--- src/rtl/crps_pkg.sv ---
// Shared constants for the Catmull-Rom point and slope evaluator.
package crps_pkg;

  // Fraction bits of the curve parameter (Q1.FRAC_BITS, 2^FRAC_BITS is one).
  localparam int unsigned FRAC_BITS = 16;

  // Width of the Q16.16 control values and results.
  localparam int unsigned VAL_W = 32;

  // Coefficient widths: c0..c3 fit 36 signed bits, 3*c3 fits 38.
  localparam int unsigned COEF_W  = 36;
  localparam int unsigned COEF3_W = 38;

  // Pipeline depth, input register through output register.
  localparam int unsigned NUM_STAGES = 6;

  localparam logic signed [VAL_W-1:0] VAL_MAX = {1'b0, {(VAL_W-1){1'b1}}};
  localparam logic signed [VAL_W-1:0] VAL_MIN = {1'b1, {(VAL_W-1){1'b0}}};

endpackage

--- src/rtl/crps_sat.sv ---
// Floor shift of a wide signed value and saturation to the result width.
module crps_sat #(
  parameter int unsigned InW   = 90,
  parameter int unsigned Shift = 49
) (
  input  logic signed [InW-1:0]             din_i,
  output logic signed [crps_pkg::VAL_W-1:0] dout_o,
  output logic                              sat_o
);
  import crps_pkg::*;

  localparam int unsigned KeepW = InW - Shift;

  logic [KeepW-1:0]       kept;
  logic [KeepW-VAL_W:0]   top_bits;
  logic                   fits;

  // Dropping the low bits of a two's complement value floors it.
  assign kept     = din_i[InW-1:Shift];
  assign top_bits = kept[KeepW-1:VAL_W-1];
  assign fits     = (&top_bits) || !(|top_bits);

  always_comb begin
    if (fits) begin
      dout_o = kept[VAL_W-1:0];
    end else if (kept[KeepW-1]) begin
      dout_o = VAL_MIN;
    end else begin
      dout_o = VAL_MAX;
    end
  end

  assign sat_o = !fits;

endmodule

--- config.mk ---
export PLATFORM = sky130hd
export DESIGN_NAME = crps_sat
export DESIGN_NICKNAME = d
export VERILOG_FILES = /design/src/rtl/crps_pkg.sv /design/src/rtl/crps_sat.sv
export SDC_FILE = /design/constraint.sdc
export NUM_CORES = 1
export LEC_CHECK = 0
export BUFFER_PORTS_ARGS = -buffer_cell sky130_fd_sc_hd__buf_2
export CAP_MARGIN = 0
export CORE_ASPECT_RATIO = 1.5
export CORE_UTILIZATION = 28
export DETAILED_ROUTE_END_ITERATION = 10
export PLACE_DENSITY = 0.85
export SLEW_MARGIN = 25
export SYNTH_ARGS = -nofsm -noshare
export SYNTH_HDL_FRONTEND = slang
export SYNTH_SLANG_ARGS = --single-unit
--- constraint.sdc ---
create_clock -name vclk -period 1.8
set_clock_uncertainty 0.15 [all_clocks]
set_input_delay 0.36 -clock vclk [all_inputs]
set_output_delay 0.36 -clock vclk [all_outputs]
set_load 0.02 [all_outputs]
Word-level counts from Yosys, hierarchy flattened
Cells that the tools add are included.

word-level totals
  input bits = 90
  register bits after elaboration = 0
  output and inout port bits = 33
  word-level logic and storage cells = 7

cells by class
  reduce and logical (&&, ||, !) cells = 5
  muxes and demuxes = 2

operators by type and width
  kind                count
  $mux W32            2
  $reduce_and A10 Y1  1
  $reduce_or A10 Y1   1
  $logic_not A1 Y1    2
  $logic_or A1 B1 Y1  1

Logic depth before layout (Yosys ltp)
  word-level depth = 4
  mapped depth = 5
  depth with buffers taken out = 3

Worst setup path before layout
No wires, ideal clock.

  path kind = input -> output
  start = input port din_i[84]
  end = output port dout_o[0] in the netlist's numbering
  path buffers = 1
  required time = 1290 ps
  stages = 4
  setup slack = -163 ps
  data arrival time = 1453 ps
  cell sequence = nor4_2 > nand2_1 > clkbuf_1 > o221ai_1

on the way
  cells in the longest elaborated chain, start to end = 4
  elaborated cells between the ends (all ways) = 5
  classes of those cells = 1 x mux; 4 x reduce/logical

ends and longest elaborated chain
  element                 RTL line        RTL
  start, declared         crps_sat.sv:6   input logic signed [InW-1:0] din_i,
  $reduce_or A10 Y1       crps_sat.sv:21  assign fits = (&top_bits) || !(|top_bits);
  $logic_not A1 Y1        crps_sat.sv:21
  $logic_or A1 B1 Y1 (*)  crps_sat.sv:21
  $mux W32 (*)            crps_sat.sv:24  if (fits) begin
  end, declared           crps_sat.sv:7   output logic signed [crps_pkg::VAL_W-1:0] dout_o,

Every way passes the cells marked *; elsewhere a longest branch is shown, timed or not.

Worst setup path in the final report
  start = input port din_i[88]
  end = output port dout_o[30] in the netlist's numbering

Same word-level chain as after synthesis.

==> reports/metrics.cfg <==
[timing]
max_freq_mhz = 458.1
setup-violations-final = 32
tightest_slew_ps = 334.8
setup_tns_ps = -9457
maxSlewViolCount = 0
hold-worst-slack_ps = 991.2
period_minus_slack_ps = 2183
final.setup.worst_slack_ps = -383.0
post-route-period-util_pct = 121.3
finalHoldViolations = 0
rsz0062_at_grt = true
relSlewSlack_pct = 77.60

[finish]
fillers = 80
area_growth_pct = 205.2
finalInstanceArea_sq_mm = 0.002069
seq_area_sq_um = 0
stdcell_count = 225
finalNetCount = 293
nClkBuffers = 0
seq_cells = 0
layout-drive-gt1-share_pct = 65.67

[routing]
drtAntennaViolNets = 0
via_per_inst = 6.222
first_pass_iters = 4
vias = 1400
drtIter0Drc = 29
drc = 0
wl_per_cell_microns = 21.09
wl_microns = 4745

[power_and_ir_drop]
p_leak_uw = 0.0006665
cellPowerDensity_mw_per_mm2 = 194.2
total_power_uw = 402.0
peakVddDrop_mv = 0.1421

[yosys]
yosysTopAreaCellShare_pct = 40.04
synthesis.area_sq_um = 678.2
synth_cells = 121
synth_cell_types = 13
netlist_top_cells_area = o221ai_1, nand2_1, buf_2
yosys_warnings = 0
syn_nets = 211
yosysTopAreaCell = o221ai_1
synthesis.area_per_instance_sq_um = 5.605
ys_seq_area_share_pct = 0

[setup_path]
cp_num_buf_inv = 4
path_max_fanout = 11
cp_cell_sequence = buf_6 > nor4_4 > buf_4 > nand2_4 > buf_12 > o221ai_1 > buf_4
critPathSlowestCell = nor4_4
end_kind = output port
crit_top_cell = buf_4
critPathKind = input port to output port
slowest_delay_ps = 290
cp.arrival_ps = 1670
cp.required_ps = 1290
crit_family = buffers and inverters
cp-start-kind = input port

[die]
initial_core_util_pct = 30.01
core_sq_mm = 0.002260
fp.dieH_microns = 62.28
top_level_ports = 123
num_rows = 21
die_w_microns = 42.18
die_area_sq_mm = 0.002627

[global_routing]
grt_usage_pct = 29.39
overflow = 0
grt_max_degree = 21
grt_pass1_wl_microns = 6244
antenna_found_initial = 1
grt_pass1_vias = 1374

[place]
dpl-instance-area_sq_mm = 0.001760
place_inst = 217
globalplace.congestion = 0.6659
hpwl_microns = 2516
io_buffers = 74

[outcome]
violations = setup timing
outcome = finished, violations left

[run]
maxCapViolCount = 0

[worst_hold_path]
worstHoldPathType = input port to output port

==> synthesized netlist by cell type <==
cell type	n
a31o_2	1
and4_1	2
buf_2	6
buf_4	3
clkbuf_1	8
nand2_1	63
nand3_1	2
nand4_1	1
nor2_1	1
nor4_2	1
nor4_4	1
o21a_1	1
o221ai_1	31
==> final timing paths <==
path	startpoint	end	slack, ps	depth (start not counted)
min	din_i[89]	dout_o[31]	990	3
max	din_i[88]	dout_o[30]	-380	7
==> layer usage <==
layer  global-route usage (%)  wire length [microns]  vias to the layer above
met1                    30.00                   1464                      657
met3                    4.651                    333                       26
li1                         -                      -                      622
met5                        0                      0                        -
met2                    56.35                   2622                       95
met4                    11.72                    325                        0
==> kinds of logic after synthesis <==
kind of cell	count (synthesis)	share of synthesized area [%]
compound gates	33	42.44
simple gates	71	45.39
buf+inv	17	12.18
==> layout by cell type (no fill, tap or decap) <==
| cell | instances |
|---|---|
| nand2_1 | 62 |
| buf_2 | 42 |
| buf_6 | 33 |
| o221ai_4 | 30 |
| buf_4 | 12 |
| buf_12 | 7 |
| nor4_4 | 2 |
| and4_1 | 2 |
| diode_2 | 1 |
| nor2_1 | 1 |
| nand2_4 | 1 |
| nand3_4 | 1 |
| a31o_4 | 1 |
| nand4_1 | 1 |
| nand3_1 | 1 |
| o21a_1 | 1 |
| o221ai_1 | 1 |
| buf_16 | 1 |
| clkbuf_16 | 1 |
| buf_8 | 1 |
==> repair_timing <==
action,CTS,global route
gates resized for setup,48,20
pin swaps,2,1
buffers inserted,2,2
cloned,2,1
hold buffers,0,0
endpoints found under the setup margin,32,32
==> through the flow <==
step / util, % / worst slack (ps)
after global placement: 77.91 / -322.6
final: 91.58 / -383.0
after floorplan: - / -14.01
after detailed placement: 77.91 / -367.7
after CTS: 86.82 / -306.6
after global routing: 91.58 / -446.7
==> power by group <==
part | internal [uW] | switching, uW | leakage [uW]
combinational | 198 | 204 | 0.000666
sequential | 0 | 0 | 0
clock | 0.0000743 | 0 | 0.00000000634
==> area by class of cell <==
type	instances	area, sq um	area share [%]
multi-input combinational	104	1159	55.99
antenna	1	2.502	0.1209
timing repair buffer	97	879.6	42.50
tap	23	28.78	1.391
Power figures use the tool's default switching activity.
